## src/sv/atl_pkg.sv

```systemverilog
// Shared types, character codes and helpers for the assembly token lexer.
`timescale 1ns / 1ps

package atl_pkg;

  localparam int POSITION_WIDTH = 16;
  localparam int MAX_RESULTS    = 3;

  localparam logic [7:0] CH_NEWLINE = 8'd10;
  localparam logic [7:0] CH_TAB     = 8'd9;
  localparam logic [7:0] CH_VTAB    = 8'd11;
  localparam logic [7:0] CH_FEED    = 8'd12;
  localparam logic [7:0] CH_CR      = 8'd13;
  localparam logic [7:0] CH_SPACE   = 8'd32;
  localparam logic [7:0] CH_SEMI    = 8'h3B;
  localparam logic [7:0] CH_COLON   = 8'h3A;
  localparam logic [7:0] CH_HASH    = 8'h23;
  localparam logic [7:0] CH_QUOTE   = 8'h22;
  localparam logic [7:0] CH_MINUS   = 8'h2D;
  localparam logic [7:0] CH_U       = 8'h75;
  localparam logic [7:0] CH_DOT     = 8'h2E;
  localparam logic [7:0] CH_UNDER   = 8'h5F;
  localparam logic [7:0] CH_PLUS    = 8'h2B;
  localparam logic [7:0] CH_BSLASH  = 8'h5C;
  localparam logic [7:0] CH_N       = 8'h6E;
  localparam logic [7:0] CH_R       = 8'h72;
  localparam logic [7:0] CH_T       = 8'h74;

  typedef enum logic [2:0] {
    MODE_IDLE    = 3'd0,
    MODE_COMMENT = 3'd1,
    MODE_IDENT   = 3'd2,
    MODE_NUMBER  = 3'd3,
    MODE_STRING  = 3'd4,
    MODE_ESCAPE  = 3'd5
  } mode_t;

  typedef enum logic [2:0] {
    TOK_NEWLINE   = 3'd0,
    TOK_IDENT     = 3'd1,
    TOK_LABEL     = 3'd2,
    TOK_NUMBER    = 3'd3,
    TOK_ADDRESS   = 3'd4,
    TOK_STRING    = 3'd5,
    TOK_DIRECTIVE = 3'd6,
    TOK_END       = 3'd7
  } tok_t;

  typedef struct packed {
    mode_t      mode;
    tok_t       ptype;
    logic       bef;
    logic       halt;
  } ctl_t;

  typedef struct packed {
    tok_t        token_type;
    logic [7:0]  value_byte;
    logic        byte_valid;
    logic        token_first;
    logic        token_last;
    logic [15:0] line_number;
    logic [15:0] column_number;
    logic        lex_error;
  } res_t;

  function automatic res_t mk_res(tok_t t, logic [7:0] b, logic v, logic f, logic l,
                                  logic [15:0] ln, logic [15:0] col, logic e);
    res_t r;
    r.token_type    = t;
    r.value_byte    = b;
    r.byte_valid    = v;
    r.token_first   = f;
    r.token_last    = l;
    r.line_number   = ln;
    r.column_number = col;
    r.lex_error     = e;
    return r;
  endfunction

  function automatic logic is_digit(logic [7:0] c);
    return (c >= 8'h30) && (c <= 8'h39);
  endfunction

  function automatic logic is_alpha(logic [7:0] c);
    return ((c >= 8'h61) && (c <= 8'h7A)) || ((c >= 8'h41) && (c <= 8'h5A));
  endfunction

  function automatic logic is_space(logic [7:0] c);
    return (c == CH_TAB) || (c == CH_VTAB) || (c == CH_FEED) || (c == CH_CR) ||
           (c == CH_SPACE);
  endfunction

endpackage

```

## src/sv/assembly_token_lexer_unit.sv

```systemverilog
// Latency: the first result of an input beat appears on the cycle after it is accepted.
// Throughput: one input beat per cycle while out_ready is high and each yields at most one
// result; a beat with more results holds off the next until all but its last have drained.
// Reset: synchronous, active low; mode, column counters, error halt and the result count clear
// at once and the line counter loads 1, with no clearing pass.
// Top level of the assembly token lexer: lexer state registers, step logic and result bank.
`timescale 1ns / 1ps

module assembly_token_lexer_unit #(
  parameter int POSITION_WIDTH = atl_pkg::POSITION_WIDTH
) (
  input  logic        clk,
  input  logic        rst_n,
  input  logic        in_valid,
  output logic        in_ready,
  input  logic [7:0]  in_char_byte,
  input  logic        in_end_of_input,
  output logic        out_valid,
  input  logic        out_ready,
  output logic [2:0]  out_token_type,
  output logic [7:0]  out_value_byte,
  output logic        out_byte_valid,
  output logic        out_token_first,
  output logic        out_token_last,
  output logic [15:0] out_line_number,
  output logic [15:0] out_column_number,
  output logic        out_lex_error,
  output logic        out_last_of_run
);

  atl_pkg::ctl_t             ctl_r;
  atl_pkg::ctl_t             ctl_nxt;
  logic [POSITION_WIDTH-1:0] line_r;
  logic [POSITION_WIDTH-1:0] line_nxt;
  logic [POSITION_WIDTH-1:0] col_r;
  logic [POSITION_WIDTH-1:0] col_nxt;
  logic [POSITION_WIDTH-1:0] tstart_r;
  logic [POSITION_WIDTH-1:0] tstart_nxt;
  atl_pkg::res_t             res [atl_pkg::MAX_RESULTS];
  logic [1:0]                res_cnt;
  logic                      accept;
  atl_pkg::res_t             head;

  assign accept = in_valid && in_ready;

  atl_step #(
    .POSITION_WIDTH(POSITION_WIDTH)
  ) u_step (
    .char_byte   (in_char_byte),
    .end_of_input(in_end_of_input),
    .ctl_i       (ctl_r),
    .line_i      (line_r),
    .col_i       (col_r),
    .tstart_i    (tstart_r),
    .ctl_o       (ctl_nxt),
    .line_o      (line_nxt),
    .col_o       (col_nxt),
    .tstart_o    (tstart_nxt),
    .res_o       (res),
    .res_cnt_o   (res_cnt)
  );

  atl_outbuf u_outbuf (
    .clk      (clk),
    .rst_n    (rst_n),
    .load     (accept),
    .res_i    (res),
    .res_cnt_i(res_cnt),
    .can_load (in_ready),
    .out_valid(out_valid),
    .out_ready(out_ready),
    .head_o   (head),
    .last_o   (out_last_of_run)
  );

  always_ff @(posedge clk) begin
    if (!rst_n) begin
      ctl_r    <= '{mode: atl_pkg::MODE_IDLE, ptype: atl_pkg::TOK_NEWLINE,
                    bef: 1'b0, halt: 1'b0};
      line_r   <= POSITION_WIDTH'(1);
      col_r    <= '0;
      tstart_r <= '0;
    end else if (accept) begin
      ctl_r    <= ctl_nxt;
      line_r   <= line_nxt;
      col_r    <= col_nxt;
      tstart_r <= tstart_nxt;
    end
  end

  assign out_token_type    = head.token_type;
  assign out_value_byte    = head.value_byte;
  assign out_byte_valid    = head.byte_valid;
  assign out_token_first   = head.token_first;
  assign out_token_last    = head.token_last;
  assign out_line_number   = head.line_number;
  assign out_column_number = head.column_number;
  assign out_lex_error     = head.lex_error;

endmodule

```

## src/sv/atl_step.sv

```systemverilog
// Single-pass lexer step: next state and up to three results for one input beat.
`timescale 1ns / 1ps

module atl_step #(
  parameter int POSITION_WIDTH = atl_pkg::POSITION_WIDTH
) (
  input  logic [7:0]                char_byte,
  input  logic                      end_of_input,
  input  atl_pkg::ctl_t             ctl_i,
  input  logic [POSITION_WIDTH-1:0] line_i,
  input  logic [POSITION_WIDTH-1:0] col_i,
  input  logic [POSITION_WIDTH-1:0] tstart_i,
  output atl_pkg::ctl_t             ctl_o,
  output logic [POSITION_WIDTH-1:0] line_o,
  output logic [POSITION_WIDTH-1:0] col_o,
  output logic [POSITION_WIDTH-1:0] tstart_o,
  output atl_pkg::res_t             res_o [atl_pkg::MAX_RESULTS],
  output logic [1:0]                res_cnt_o
);

  localparam logic [POSITION_WIDTH-1:0] POS_MAX = {POSITION_WIDTH{1'b1}};
  localparam logic [POSITION_WIDTH-1:0] POS_ONE = POSITION_WIDTH'(1);

  logic [POSITION_WIDTH-1:0] col_inc;
  logic [POSITION_WIDTH-1:0] line_inc;
  logic [7:0]                esc_c;
  logic                      open_tok;
  logic                      do_idle;
  logic [1:0]                n;

  assign col_inc  = (col_i == POS_MAX) ? col_i : col_i + POS_ONE;
  assign line_inc = (line_i == POS_MAX) ? line_i : line_i + POS_ONE;
  assign open_tok = (ctl_i.mode == atl_pkg::MODE_IDENT) ||
                    (ctl_i.mode == atl_pkg::MODE_NUMBER) ||
                    (ctl_i.mode == atl_pkg::MODE_STRING) ||
                    (ctl_i.mode == atl_pkg::MODE_ESCAPE);

  always_comb begin
    case (char_byte)
      atl_pkg::CH_N: esc_c = atl_pkg::CH_NEWLINE;
      atl_pkg::CH_R: esc_c = atl_pkg::CH_CR;
      atl_pkg::CH_T: esc_c = atl_pkg::CH_TAB;
      default:       esc_c = char_byte;
    endcase
  end

  always_comb begin
    ctl_o    = ctl_i;
    line_o   = line_i;
    col_o    = col_i;
    tstart_o = tstart_i;
    n        = 2'd0;
    do_idle  = 1'b0;
    for (int k = 0; k < atl_pkg::MAX_RESULTS; k++) begin
      res_o[k] = '0;
    end

    if (ctl_i.halt) begin
      n = 2'd0;
    end else if (end_of_input || (char_byte == atl_pkg::CH_NEWLINE)) begin
      if (open_tok) begin
        res_o[n] = atl_pkg::mk_res(ctl_i.ptype, 8'd0, 1'b0, !ctl_i.bef, 1'b1,
                                   16'(line_i), 16'(tstart_i), 1'b0);
        n = n + 2'd1;
        ctl_o.bef = 1'b0;
      end
      ctl_o.mode = atl_pkg::MODE_IDLE;
      res_o[n] = atl_pkg::mk_res(atl_pkg::TOK_NEWLINE, atl_pkg::CH_NEWLINE, 1'b1, 1'b1,
                                 1'b1, 16'(line_i), 16'(col_inc), 1'b0);
      n = n + 2'd1;
      if (end_of_input) begin
        res_o[n] = atl_pkg::mk_res(atl_pkg::TOK_END, 8'd0, 1'b0, 1'b1, 1'b1,
                                   16'(line_i), 16'(col_i), 1'b0);
        n = n + 2'd1;
        ctl_o.ptype = atl_pkg::TOK_NEWLINE;
        ctl_o.bef   = 1'b0;
        line_o      = POS_ONE;
        col_o       = '0;
        tstart_o    = '0;
      end else begin
        line_o = line_inc;
        col_o  = '0;
      end
    end else begin
      col_o = col_inc;
      case (ctl_i.mode)
        atl_pkg::MODE_COMMENT: begin
          do_idle = 1'b0;
        end
        atl_pkg::MODE_IDENT: begin
          if (atl_pkg::is_alpha(char_byte) || atl_pkg::is_digit(char_byte) ||
              (char_byte == atl_pkg::CH_UNDER) || (char_byte == atl_pkg::CH_PLUS)) begin
            res_o[n] = atl_pkg::mk_res(ctl_i.ptype, char_byte, 1'b1, !ctl_i.bef, 1'b0,
                                       16'(line_i), 16'(tstart_i), 1'b0);
            n = n + 2'd1;
            ctl_o.bef = 1'b1;
          end else begin
            res_o[n] = atl_pkg::mk_res(atl_pkg::TOK_IDENT, 8'd0, 1'b0, !ctl_i.bef, 1'b1,
                                       16'(line_i), 16'(tstart_i), 1'b0);
            n = n + 2'd1;
            ctl_o.bef  = 1'b0;
            ctl_o.mode = atl_pkg::MODE_IDLE;
            do_idle    = 1'b1;
          end
        end
        atl_pkg::MODE_NUMBER: begin
          if (atl_pkg::is_digit(char_byte) || (char_byte == atl_pkg::CH_DOT)) begin
            res_o[n] = atl_pkg::mk_res(ctl_i.ptype, char_byte, 1'b1, !ctl_i.bef, 1'b0,
                                       16'(line_i), 16'(tstart_i), 1'b0);
            n = n + 2'd1;
            ctl_o.bef = 1'b1;
          end else begin
            res_o[n] = atl_pkg::mk_res((char_byte == atl_pkg::CH_U) ? atl_pkg::TOK_ADDRESS
                                                                    : atl_pkg::TOK_NUMBER,
                                       8'd0, 1'b0, !ctl_i.bef, 1'b1,
                                       16'(line_i), 16'(tstart_i), 1'b0);
            n = n + 2'd1;
            ctl_o.bef  = 1'b0;
            ctl_o.mode = atl_pkg::MODE_IDLE;
            do_idle    = (char_byte != atl_pkg::CH_U);
          end
        end
        atl_pkg::MODE_STRING: begin
          if (char_byte == atl_pkg::CH_QUOTE) begin
            res_o[n] = atl_pkg::mk_res(atl_pkg::TOK_STRING, 8'd0, 1'b0, !ctl_i.bef, 1'b1,
                                       16'(line_i), 16'(tstart_i), 1'b0);
            n = n + 2'd1;
            ctl_o.bef  = 1'b0;
            ctl_o.mode = atl_pkg::MODE_IDLE;
          end else if (char_byte == atl_pkg::CH_BSLASH) begin
            ctl_o.mode = atl_pkg::MODE_ESCAPE;
          end else begin
            res_o[n] = atl_pkg::mk_res(ctl_i.ptype, char_byte, 1'b1, !ctl_i.bef, 1'b0,
                                       16'(line_i), 16'(tstart_i), 1'b0);
            n = n + 2'd1;
            ctl_o.bef = 1'b1;
          end
        end
        atl_pkg::MODE_ESCAPE: begin
          res_o[n] = atl_pkg::mk_res(ctl_i.ptype, esc_c, 1'b1, !ctl_i.bef, 1'b0,
                                     16'(line_i), 16'(tstart_i), 1'b0);
          n = n + 2'd1;
          ctl_o.bef  = 1'b1;
          ctl_o.mode = atl_pkg::MODE_STRING;
        end
        default: begin
          ctl_o.mode = atl_pkg::MODE_IDLE;
          do_idle    = 1'b1;
        end
      endcase

      if (do_idle) begin
        if (atl_pkg::is_space(char_byte)) begin
          do_idle = 1'b1;
        end else if (char_byte == atl_pkg::CH_SEMI) begin
          ctl_o.mode = atl_pkg::MODE_COMMENT;
        end else if (char_byte == atl_pkg::CH_COLON) begin
          res_o[n] = atl_pkg::mk_res(atl_pkg::TOK_LABEL, char_byte, 1'b1, 1'b1, 1'b1,
                                     16'(line_i), 16'(col_inc), 1'b0);
          n = n + 2'd1;
        end else if (char_byte == atl_pkg::CH_HASH) begin
          res_o[n] = atl_pkg::mk_res(atl_pkg::TOK_DIRECTIVE, char_byte, 1'b1, 1'b1, 1'b1,
                                     16'(line_i), 16'(col_inc), 1'b0);
          n = n + 2'd1;
        end else if (char_byte == atl_pkg::CH_QUOTE) begin
          ctl_o.mode  = atl_pkg::MODE_STRING;
          ctl_o.ptype = atl_pkg::TOK_STRING;
          ctl_o.bef   = 1'b0;
          tstart_o    = col_inc;
        end else if ((char_byte == atl_pkg::CH_MINUS) || atl_pkg::is_digit(char_byte) ||
                     atl_pkg::is_alpha(char_byte)) begin
          ctl_o.mode  = atl_pkg::is_alpha(char_byte) ? atl_pkg::MODE_IDENT
                                                     : atl_pkg::MODE_NUMBER;
          ctl_o.ptype = atl_pkg::is_alpha(char_byte) ? atl_pkg::TOK_IDENT
                                                     : atl_pkg::TOK_NUMBER;
          ctl_o.bef   = 1'b1;
          tstart_o    = col_inc;
          res_o[n] = atl_pkg::mk_res(ctl_o.ptype, char_byte, 1'b1, 1'b1, 1'b0,
                                     16'(line_i), 16'(col_inc), 1'b0);
          n = n + 2'd1;
        end else begin
          res_o[n] = atl_pkg::mk_res(atl_pkg::TOK_NEWLINE, char_byte, 1'b0, 1'b0, 1'b0,
                                     16'(line_i), 16'(col_inc), 1'b1);
          n = n + 2'd1;
          ctl_o.halt = 1'b1;
          ctl_o.mode = atl_pkg::MODE_IDLE;
        end
      end
    end
    res_cnt_o = n;
  end

endmodule

```

## src/sv/atl_outbuf.sv

```systemverilog
// Result register bank: loads one step's results and drains them one beat at a time.
`timescale 1ns / 1ps

module atl_outbuf (
  input  logic          clk,
  input  logic          rst_n,
  input  logic          load,
  input  atl_pkg::res_t res_i [atl_pkg::MAX_RESULTS],
  input  logic [1:0]    res_cnt_i,
  output logic          can_load,
  output logic          out_valid,
  input  logic          out_ready,
  output atl_pkg::res_t head_o,
  output logic          last_o
);

  atl_pkg::res_t slot_r [atl_pkg::MAX_RESULTS];
  atl_pkg::res_t slot_nxt [atl_pkg::MAX_RESULTS];
  logic [1:0]    rem_r;
  logic [1:0]    rem_nxt;
  logic          pop;

  assign out_valid = (rem_r != 2'd0);
  assign pop       = out_valid && out_ready;
  assign can_load  = (rem_r == 2'd0) || ((rem_r == 2'd1) && out_ready);
  assign head_o    = slot_r[0];
  assign last_o    = (rem_r == 2'd1);

  always_comb begin
    slot_nxt = slot_r;
    rem_nxt  = rem_r;
    if (load) begin
      slot_nxt = res_i;
      rem_nxt  = res_cnt_i;
    end else if (pop) begin
      for (int k = 0; k < atl_pkg::MAX_RESULTS - 1; k++) begin
        slot_nxt[k] = slot_r[k+1];
      end
      rem_nxt = rem_r - 2'd1;
    end
  end

  always_ff @(posedge clk) begin
    slot_r <= slot_nxt;
    if (!rst_n) begin
      rem_r <= 2'd0;
    end else begin
      rem_r <= rem_nxt;
    end
  end

endmodule

```

## config.mk

```make
export PLATFORM = sky130hd
export DESIGN_NAME = assembly_token_lexer_unit
export DESIGN_NICKNAME = d
export VERILOG_FILES = /design/src/sv/atl_pkg.sv /design/src/sv/assembly_token_lexer_unit.sv /design/src/sv/atl_step.sv /design/src/sv/atl_outbuf.sv
export SDC_FILE = /design/constraint.sdc
export NUM_CORES = 1
export LEC_CHECK = 0
export ABC_AREA = 0
export BUFFER_PORTS_ARGS = -buffer_cell sky130_fd_sc_hd__buf_2
export CAP_MARGIN = 20
export CORE_MARGIN = 4
export CORE_UTILIZATION = 55
export CTS_CLUSTER_DIAMETER = 60
export DETAILED_ROUTE_END_ITERATION = 12
export HOLD_SLACK_MARGIN = 0.02
export PLACE_DENSITY = 0.79
export SLEW_MARGIN = 20
export SYNTH_ARGS = -nofsm -noshare
export SYNTH_HDL_FRONTEND = slang
export SYNTH_HIERARCHICAL = 1
export SYNTH_SLANG_ARGS = --single-unit
export TNS_END_PERCENT = 50
```

## constraint.sdc

```tcl
create_clock -name clk -period 4.47 [get_ports clk]
set_clock_uncertainty 0.15 [all_clocks]
set_input_delay 0.2235 -clock clk [delete_from_list [all_inputs] [get_ports clk]]
set_output_delay 0.2235 -clock clk [all_outputs]
set_load 0.01 [all_outputs]
```

Yosys cells after proc, flatten, opt, wreduce, memory -nomap -nowiden
Cells that the tools add are included.
- register bits after elaboration: 199
- bits of input ports: 13
- output and inout port bits: 50
- logic and storage cells: 227
- add/sub/neg operators: 6
- order comparisons: 12
- eq/ne operators: 35
- muxes and demuxes: 101
- bitwise gates (word level): 4
- reduce and logical (&&, ||, !) cells: 37
- operators with widths (kind ; count):
    $mux 141 ; 10
    $bwmux 141 ; 6
    $mux 47 ; 12
    $demux 47 s2 ; 3
    $mux 16 ; 13
    $mux 94 ; 2
    $pmux 47 s4 ; 1
    $eq 8x6->1 const B ; 8
    $eq 8x7->1 const B ; 6
    $eq 8x4->1 const B ; 5
    $mux 2 ; 17
    $add 16x1->16 const B ; 2
    $eq 16x16->1 const B ; 2
    $mux 8 ; 4
    $pmux 8 s3 ; 1
    $mux 3 ; 7
    $ge 8x7->1 const B ; 2
    $le 8x7->1 const B ; 2
    $logic_or 1x1->1 ; 16
    $mux 1 ; 16
    $pmux 3 s5 ; 1
    $mux 7 ; 2
    $ge 3x3->1 const B ; 3
    $logic_and 1x1->1 ; 9
    29 further kinds ; 45

Longest topological paths before layout
Gate-level depths: netlist (run 1).
- depth after elaboration: 22
- depth in mapped cells: 12
- gate-level depth less buffers: 10

Modules after synthesis
The synthesis (run 1) kept the hierarchy.
- modules (own cells, without submodules) (module ; times used ; cells each ; area each (µm²) ; seq. area each (µm²)):
    atl_outbuf ; 1 ; 312 ; 5982.0 ; 4274.1
    atl_step ; 1 ; 643 ; 3757.4 ; 0.0
    assembly_token_lexer_unit ; 1 ; 255 ; 2225.9 ; 1121.1

Worst setup path before layout (run 1)
Ideal clock, no wire load.
- path type: reg2reg
- from: register u_outbuf.rem_r[0]
- to: register u_outbuf.slot_r (netlist bit u_outbuf/head_o[0]) (enable)
- setup time: 412 ps
- arrival time: 3104 ps
- data required time: 3908 ps
- slack: 803 ps
- stages on the path, launching flop included: 11
- buffers on the path: 5
- clock period less this slack: 3667 ps
- path through: dfxtp_1 > ha_1 > nand2_1 > nand2_1 > and2_4 > buf_6 > buf_6 > buf_6 > buf_6 > buf_6 > or2_2
- word-level cells in the longest chain between the ends: 5
- elaborated cells on any way between the ends: 8
- those cells by class: eq/ne: 1; reduce/logical: 7
- ends and longest elaborated chain (what ; RTL line ; RTL):
    from (decl) ; atl_outbuf.sv:19 ; logic [1:0] rem_r;
    from (signal assigned) ; atl_outbuf.sv:48 ; rem_r <= rem_nxt;
    $eq 2x1->1 ; -- ;
    via out_last_of_run ; assembly_token_lexer_unit.sv:28 ; output logic out_last_of_run
    $logic_and 1x1->1 ; atl_outbuf.sv:25 ; assign can_load = (rem_r == 2'd0) || ((rem_r == 2'd1) && out_ready);
    $logic_or 1x1->1 ; atl_outbuf.sv:25 ;
    via in_ready ; assembly_token_lexer_unit.sv:15 ; output logic in_ready,
    $logic_and 1x1->1 ; assembly_token_lexer_unit.sv:44 ; assign accept = in_valid && in_ready;
    via accept ; assembly_token_lexer_unit.sv:41 ; logic accept;
    $reduce_bool 2->1 (no source line) ; -- ;
    to (signal assigned) ; atl_outbuf.sv:44 ; slot_r <= slot_nxt;
    to (decl) ; atl_outbuf.sv:17 ; atl_pkg::res_t slot_r [atl_pkg::MAX_RESULTS];
The timed path passes the listed nets, and every way through them passes these cells.
A chain may end at the register's enable or synchronous reset.

==> metrics.md, run 1 <==
| Metric | Value |
|---|---|
| Result of the run | `completed` |
| Ratio of cells with drive above 1 in the final layout | `20.7%` |
| Maximum vdd drop | `0.378 mV` |
| Clock tree from TritonCTS | `done` |
| Power Total | `5.30 mW` |
| Mean post-synth cell area | `9.89 µm²` |
| Worst path slowest cell | `sky130_fd_sc_hd__nor2b_1` |
| # rows | `53` |
| Class of the most critical hold timing path | `in -> reg` |
| IO Pins | `63` |
| Number of CTS-inserted buffers | `17` |
| Y dimension of the die | `155 µm` |
| Max-capacitance violation count | `0` |
| Buffers from clock root to sink, at most | `2` |
| Resized Gates After CTS | `0` |
| Number of cells produced by synthesis | `1210` |
| Half-perimeter wire length of the detailed placement result | `18800 µm` |
| Average vias per placed instance | `6.42` |
| Area share of the leading cell type in the synthesized netlist | `35.4%` |
| CTS root buffer | `sky130_fd_sc_hd__clkbuf_16` |
| Worst-path fanout max | `10` |
| Number of synthesized flops with an enable pin | `141` |
| Worst-Margin Slew | `1.04 ns` |
| Total routing usage reported by global routing | `24.2%` |
| H-Tree Depth | `4` |
| Clock sink total | `199` |
| Die Outline Area | `0.0242 mm²` |
| Netlist area before placement | `0.0120 mm²` |
| Data arrival at the endpoint of the critical path | `3.57 ns` |
| Fin crit period | `3.41 ns` |
| I/O Buffers | `62` |
| Core Footprint | `0.0212 mm²` |
| Per-cell routed wire length | `20.6 µm` |
| Library cells used by synthesis | `80` |
| Worst Path Buf+Inv | `2` |
| Post-Route WL | `29900 µm` |
| Commonest cells post-synth | `sky130_fd_sc_hd__edfxtp_1, sky130_fd_sc_hd__nand2_1, sky130_fd_sc_hd__nor2_1, sky130_fd_sc_hd__o21ai_0` |
| Number of DRC markers after the initial detailed-route iteration | `1208` |
| Worst-case hold slack | `0.0360 ns` |
| Static leakage | `4.64 nW` |
| Final hold viol count | `0` |
| Slowest cell delay on critical path | `0.61 ns` |
| Weighted congestion reported at the end of routability-driven placement | `0.967` |
| Initial core utilization | `56.4%` |
| Critical path cell sequence | `nor2b_1, a21oi_2, inv_2, nand3_1, nor2_1, inv_1, o22ai_1, mux2_2` |
| Flip-flop and latch count after synthesis | `199` |
| Setup crit end kind | `register` |
| Total power density per cell area | `425 mW/mm²` |
| Fill count | `1828` |
| Most used flip-flop cell after synthesis | `sky130_fd_sc_hd__edfxtp_1` |
| Vias in the first global route | `8690` |
| Most frequent cell after synthesis | `sky130_fd_sc_hd__edfxtp_1` |
| Worst path top cell family by delay | `simple AND/OR/NAND/NOR gates` |
| Count of unresolved DRC violations after routing | `0` |
| Global-route wire length before repair | `46900 µm` |
| FFs w/ async S/R, synth | `0%` |
| Width of the die | `155 µm` |
| Antenna-violating nets left | `0` |
| Overflow left after global routing | `0` |
| Cell type with the highest aggregate area in the netlist | `sky130_fd_sc_hd__edfxtp_1` |
| CP Class | `reg -> reg` |
| Utilization after layout | `58.8%` |
| Ranking of synthesized cells by area | `sky130_fd_sc_hd__edfxtp_1, sky130_fd_sc_hd__dfxtp_1, sky130_fd_sc_hd__mux2_2, sky130_fd_sc_hd__buf_4, sky130_fd_sc_hd__nand2_1` |
| N_diodes | `0` |
| Number of endpoints failing setup at the final stage | `0` |
| Period Utilization, post-route | `76.3%` |
| DRT Pass-1 Iters | `6` |
| Timing-limited maximum frequency | `293 MHz` |
| Via count | `9311` |
| Synth-to-layout area growth | `4.30%` |
| Antenna violations before repair | `0` |
| Later-pin clock latency in the skew report | `0.45 ns` |
| Number of warnings printed during yosys synthesis | `6` |
| Data required time at the worst endpoint | `4.63 ns` |
| Slew Limit Fails | `0` |
| Sort of element at the start of the critical path | `register` |
| Total Negative Setup Slacks | `0 ns` |
| Clock slew at the register clock pins of the worst setup and hold paths | `0.07 ns` |
| Tightest slew margin relative to the limit | `30.4%` |
| Setup repair after global routing missed its margin | `false` |
| Post-CTS repair timing setup buffer count | `0` |
| Final #Nets | `1185` |
| Hold_buf cts | `0` |
| Maximum number of pins on one net before global-route repair | `127` |
| Sequential share of the synthesized area | `45.1%` |
-- final cells by class --
class                           instances  area (µm²)  area share, %
Multi-Input combinational cell        843        5570           44.6
Timing Repair Buffer                   81         484           3.88
Clock buffer                           18         450           3.61
Sequential cell                       199        5400           43.2
Tap cell                              275         344           2.76
Clock inverter                         14         155           1.24
Inverter                               21        78.8          0.632
-- layout by cell type, fill, tap and decap left out, types with 14 or more instances in the layout --
master | Yosys | routed
sky130_fd_sc_hd__and2_1 | 44 | 44
sky130_fd_sc_hd__nand2_1 | 127 | 126
sky130_fd_sc_hd__buf_2 | 36 | 61
sky130_fd_sc_hd__nor3_1 | 17 | 17
sky130_fd_sc_hd__dfxtp_1 | 58 | 58
sky130_fd_sc_hd__a22o_1 | 14 | 14
sky130_fd_sc_hd__mux2_4 | 28 | 28
sky130_fd_sc_hd__nor2_1 | 79 | 78
sky130_fd_sc_hd__a21oi_1 | 39 | 39
sky130_fd_sc_hd__o21ai_0 | 79 | 78
sky130_fd_sc_hd__edfxtp_1 | 141 | 141
sky130_fd_sc_hd__nand3_1 | 29 | 29
sky130_fd_sc_hd__nand4_1 | 67 | 67
sky130_fd_sc_hd__buf_4 | 67 | 17
sky130_fd_sc_hd__mux2_2 | 67 | 67
sky130_fd_sc_hd__clkbuf_16 | 0 | 18
sky130_fd_sc_hd__and3_1 | 39 | 39
sky130_fd_sc_hd__o21ai_2 | 19 | 19
sky130_fd_sc_hd__inv_1 | 18 | 18
-- worst reg2reg max path, stage by stage (launching register included) --
cell and delay (ns):
sky130_fd_sc_hd__dfxtp_1 0.51, sky130_fd_sc_hd__nor2b_1 0.61, sky130_fd_sc_hd__a21oi_2 0.27, sky130_fd_sc_hd__inv_2 0.23
sky130_fd_sc_hd__nand3_1 0.13, sky130_fd_sc_hd__nor2_1 0.51, sky130_fd_sc_hd__inv_1 0.39, sky130_fd_sc_hd__o22ai_1 0.28
sky130_fd_sc_hd__mux2_2 0.19
-- through the flow --
stage	setup slack [ns]	cell area, µm²	std cells
final	1.06	12500	1451
after global routing	1.01	12500	1451
after CTS	1.25	12500	1451
after detailed placement	0.982	11900	1419
after global placement	1.15	11900	1419
after floorplan	0.803	12000	1219
-- final timing paths --
path,startpoint,endpoint,slack [ns],cells after the start
setup / recovery,ctl_r[7]$_SDFFE_PN0P_,u_outbuf/slot_r[60]$_DFFE_PP_,1.06,8
hold / removal,out_ready,u_outbuf/rem_r[1]$_SDFFE_PN0P_,0.04,4
setup reg to reg,ctl_r[7]$_SDFFE_PN0P_,u_outbuf/slot_r[60]$_DFFE_PP_,1.06,8
hold reg to reg,tstart_r[3]$_SDFFE_PN0P_,tstart_r[3]$_SDFFE_PN0P_,0.33,2
-- where the power goes --
group	switching, mW	leakage (nW)	total, mW	internal, mW
clock network	0.766	0.293	1.60	0.829
registers	0.0937	1.87	2.50	2.41
logic	0.763	2.48	1.21	0.446
-- kinds of logic after synthesis --
family | after synthesis | share of synthesized area (%)
fa+ha+maj | 9 | 0.941
compound gates | 256 | 14.3
mux | 100 | 10.2
flops | 199 | 45.1
simple gates | 447 | 19.2
buf+inv | 177 | 8.69
xor+xnor | 21 | 1.54
other cells | 1 | 0.0313
-- registers in the layout, summed over array words and instances, names as in the netlist --
register and cells:
u_outbuf/slot_r 94, line_r 16, col_r 16, ctl_r 8
u_outbuf/head_o 47, u_outbuf/rem_r 2, tstart_r 16
-- routing by layer --
metal | up-vias | global-route usage (%) | share of wire (%)
li1 | 4295 | - | -
met1 | 4489 | 33.3 | 42
met2 | 445 | 38.8 | 47
met3 | 82 | 4.17 | 8.4
met4 | 0 | 8.38 | 2.8
met5 | - | 0 | 0
(Power assumes the default switching activity.)
==> run 2, diff against run 1 <==
--- a/config.mk
+++ b/config.mk
@@ -13,7 +13,7 @@
 export CTS_CLUSTER_DIAMETER = 60
 export DETAILED_ROUTE_END_ITERATION = 12
 export HOLD_SLACK_MARGIN = 0.02
-export PLACE_DENSITY = 0.79
+export PLACE_DENSITY = 0.82
 export SLEW_MARGIN = 20
 export SYNTH_ARGS = -nofsm -noshare
 export SYNTH_HDL_FRONTEND = slang
==> constraint.sdc (replaced) <==
create_clock -name clk -period 2.7 [get_ports clk]
set_clock_uncertainty 0.15 [all_clocks]
set_input_delay 0.135 -clock clk [delete_from_list [all_inputs] [get_ports clk]]
set_output_delay 0.135 -clock clk [all_outputs]
set_load 0.01 [all_outputs]
==> run 2 against run 1 <==
Net effect:
- sequential power is 65% higher
- count of clock-buffer cells in the layout is 1 lower
- via count is 5.7% higher
- global-route usage is 2.0 points higher
- sequential share of layout area is 3.5 points lower
- non-clock buffer count is 121 higher
- critical path depth is 1 higher
==> metrics.md, run 2 (synthesis gave the netlist of run 1 again) <==
| Metric | Value |
|---|---|
| Buffers from clock root to sink, at most | `2 (unchanged)` |
| Origin of the critical flop-to-flop path | `ctl_r[5]$_SDFFE_PN0P_ (was ctl_r[7]$_SDFFE_PN0P_)` |
| Top library cells by usage in the layout, fill and taps aside | `sky130_fd_sc_hd__edfxtp_1, sky130_fd_sc_hd__buf_4, sky130_fd_sc_hd__nand2_1, sky130_fd_sc_hd__o21ai_0, sky130_fd_sc_hd__nor2_1 (was sky130_fd_sc_hd__edfxtp_1, sky130_fd_sc_hd__nand2_1, sky130_fd_sc_hd__o21ai_0, sky130_fd_sc_hd__nor2_1)` |
| IO Pins | `63 (unchanged)` |
| CTS root buffer | `sky130_fd_sc_hd__clkbuf_16 (unchanged)` |
| Timing-limited maximum frequency | `381 MHz (was 293 MHz)` |
| CP most frequent cell | `sky130_fd_sc_hd__o21ai_0` |
| FF-to-FF End | `u_outbuf/slot_r[61]$_DFFE_PP_ (was u_outbuf/slot_r[60]$_DFFE_PP_)` |
| Result of the run | `completed (unchanged)` |
| Synth-to-layout area growth | `13.6% (was 4.30%)` |
| Slowest cell delay on critical path | `0.45 ns (was 0.61 ns)` |
| Utilization after layout | `64.1% (was 58.8%)` |
| Final #Nets | `1306 (was 1185)` |
| Vias in the first global route | `9483 (was 8690)` |
| CP startpoint | `ctl_r[5]$_SDFFE_PN0P_ (was ctl_r[7]$_SDFFE_PN0P_)` |
| Half-perimeter wire length of the detailed placement result | `21100 µm (was 18800 µm)` |
| Per-cell routed wire length | `20.2 µm (was 20.6 µm)` |
| Data arrival at the endpoint of the critical path | `2.66 ns (was 3.57 ns)` |
| Number of endpoints failing setup at the final stage | `0 (unchanged)` |
| Data required time at the worst endpoint | `2.74 ns (was 4.63 ns)` |
| Post-Route WL | `31800 µm (was 29900 µm)` |
| CP Class | `reg -> reg (unchanged)` |
| Antenna violations before repair | `1 (was 0)` |
| Weighted congestion reported at the end of routability-driven placement | `0.975 (was 0.967)` |
| Total power density per cell area | `682 mW/mm² (was 425 mW/mm²)` |
| Total routing usage reported by global routing | `26.2% (was 24.2%)` |
| Class of the most critical hold timing path | `in -> reg (unchanged)` |
| Period Utilization, post-route | `97.1% (was 76.3%)` |
| Count of unresolved DRC violations after routing | `0 (unchanged)` |
| Post-placement worst setup slack | `-0.0983 ns (was 0.982 ns)` |
| Sort of element at the start of the critical path | `register (unchanged)` |
| Fin crit period | `2.62 ns (was 3.41 ns)` |
| Width of the die | `155 µm (unchanged)` |
| Worst path slowest cell | `sky130_fd_sc_hd__dfxtp_1 (was sky130_fd_sc_hd__nor2b_1)` |
| Worst-case hold slack | `0.0529 ns (was 0.0360 ns)` |
| Most frequent standard cell in the layout excluding fill and tap cells | `sky130_fd_sc_hd__edfxtp_1 (unchanged)` |
| I/O Buffers | `62 (unchanged)` |
| Max reg flops | `94 (unchanged)` |
| Maximum vdd drop | `0.603 mV (was 0.378 mV)` |
| Average vias per placed instance | `6.26 (was 6.42)` |
| Maximum number of pins on one net before global-route repair | `71 (was 127)` |
| # rows | `53 (unchanged)` |
| Minimum setup slack in the final design | `0.0781 ns (was 1.06 ns)` |
| FF-to-FF path depth | `9 (was 8)` |
| Worst path top cell family by delay | `compound AO/OA/AOI/OAI gates (was simple AND/OR/NAND/NOR gates)` |
| Via count | `9840 (was 9311)` |
| Y dimension of the die | `155 µm (unchanged)` |
| Worst Path Buf+Inv | `1 (was 2)` |
| Final design area excluding fillers | `0.0136 mm² (was 0.0125 mm²)` |
| Global-route wire length before repair | `50500 µm (was 46900 µm)` |
| Setup crit end kind | `register (unchanged)` |
| Tightest slew margin relative to the limit | `50.6% (was 30.4%)` |
| H-Tree Depth | `4 (unchanged)` |
| Later-pin clock latency in the skew report | `0.44 ns (was 0.45 ns)` |
| Worst-Margin Slew | `0.722 ns (was 1.04 ns)` |
| Capturing element of the worst setup path | `u_outbuf/slot_r[61]$_DFFE_PP_ (was u_outbuf/slot_r[60]$_DFFE_PP_)` |
| Ratio of cells with drive above 1 in the final layout | `28.8% (was 20.7%)` |
| Die Outline Area | `0.0242 mm² (unchanged)` |
| Static leakage | `5.30 nW (was 4.64 nW)` |
| Slew Limit Fails | `0 (unchanged)` |
| Instance count on the critical path | `9 (was 8)` |
| Final hold viol count | `0 (unchanged)` |
| Number of CTS-inserted buffers | `17 (unchanged)` |
| Placed Area | `0.0129 mm² (was 0.0119 mm²)` |
| N_diodes | `0 (unchanged)` |
| Total Negative Setup Slacks | `0 ns (unchanged)` |
| Largest register by flop count | `u_outbuf/slot_r (unchanged)` |
| Clock sink total | `199 (unchanged)` |
| Core Footprint | `0.0212 mm² (unchanged)` |
| Overflow left after global routing | `0 (unchanged)` |
| DRT Pass-1 Iters | `5 (was 6)` |
| Max-capacitance violation count | `0 (unchanged)` |
| Worst setup slack for register-to-register paths | `0.08 ns (was 1.06 ns)` |
| Antenna-violating nets left | `0 (unchanged)` |
| Initial core utilization | `56.4% (unchanged)` |
| Critical path cell sequence | `nor3_1, a21o_1, a41o_1, o21ai_2, nor2_1, buf_4, o21ai_0, o21ai_0, mux2_2 (was nor2b_1, a21oi_2, inv_2, nand3_1, nor2_1, inv_1, o22ai_1, mux2_2)` |
| Worst-path fanout max | `6 (was 10)` |
| Clock tree from TritonCTS | `done (unchanged)` |
| Clock slew at the register clock pins of the worst setup and hold paths | `0.07 ns (about the same)` |
| Number of DRC markers after the initial detailed-route iteration | `1097 (was 1208)` |
[run 2: changes by cell type in the layout (fill, tap and decap cells not counted), moves of 2 or more]
cell,change
sky130_fd_sc_hd__buf_4,+113
sky130_fd_sc_hd__buf_12,+7
sky130_fd_sc_hd__bufinv_16,+4
sky130_fd_sc_hd__dfxtp_1,-2
sky130_fd_sc_hd__dfxtp_2,+2
sky130_fd_sc_hd__dlygate4sd3_1,+2
sky130_fd_sc_hd__ha_1,-2
sky130_fd_sc_hd__ha_4,+2
sky130_fd_sc_hd__inv_1,-2
sky130_fd_sc_hd__inv_2,+2
[run 2: power breakdown]
| group | total [mW] | internal [mW] | switching, mW | leakage [nW] |
|---|---|---|---|---|
| sequential | 4.13 | 3.98 | 0.150 | 1.87 |
| clock | 2.93 | 1.68 | 1.25 | 0.324 |
| combinational | 2.22 | 0.907 | 1.31 | 3.10 |
[run 2: repair_timing]
| item | in CTS | in global routing |
|---|---|---|
| hold endpoints to repair | 2 | 0 |
| resized for setup | 0 | 6 |
| buffers inserted | 0 | 1 |
| setup endpoints to repair | 0 | 15 |
| hold buffers | 2 | 0 |
[run 2: how the worst min path moves through the flow]
stage	depth (start not counted)	end	slack [ns]	start
after floorplan	2	u_outbuf/rem_r[0]$_SDFFE_PN0P_	0.12	rst_n
after global placement	2	tstart_r[15]$_SDFFE_PN0P_	0.31	tstart_r[15]$_SDFFE_PN0P_
after detailed placement	2	tstart_r[11]$_SDFFE_PN0P_	0.32	tstart_r[11]$_SDFFE_PN0P_
after CTS	2	line_r[0]$_SDFFE_PN1P_	0.03	rst_n
after global routing	2	line_r[0]$_SDFFE_PN1P_	0.09	rst_n
final	2	line_r[0]$_SDFFE_PN1P_	0.05	rst_n
[run 2: layout make-up]
cell class	instances	area, µm²
repair buffers	202	1480
multi-input cells	843	5620
well taps	275	344
fillers	1711	7630
clock inverters	15	243
inverters	21	82.6
flip-flops and latches	199	5400
clock buffers	17	425
[run 2: metal layers]
| layer | vias up | routed length (µm) | track usage [%] |
|---|---|---|---|
| li1 | 4526 | - | - |
| met1 | 4698 | 12800 | 34.7 |
| met2 | 524 | 15200 | 42.6 |
| met3 | 90 | 2890 | 5.73 |
| met4 | 2 | 898 | 9.50 |
| met5 | - | 7 | 0 |
[run 2: through the flow]
stage	total power [mW]	cells
final	9.27	1572
after global routing	9.65	1572
after CTS	9.30	1571
after detailed placement	6.40	1537
after global placement	6.32	1537
after floorplan	5.90	1219
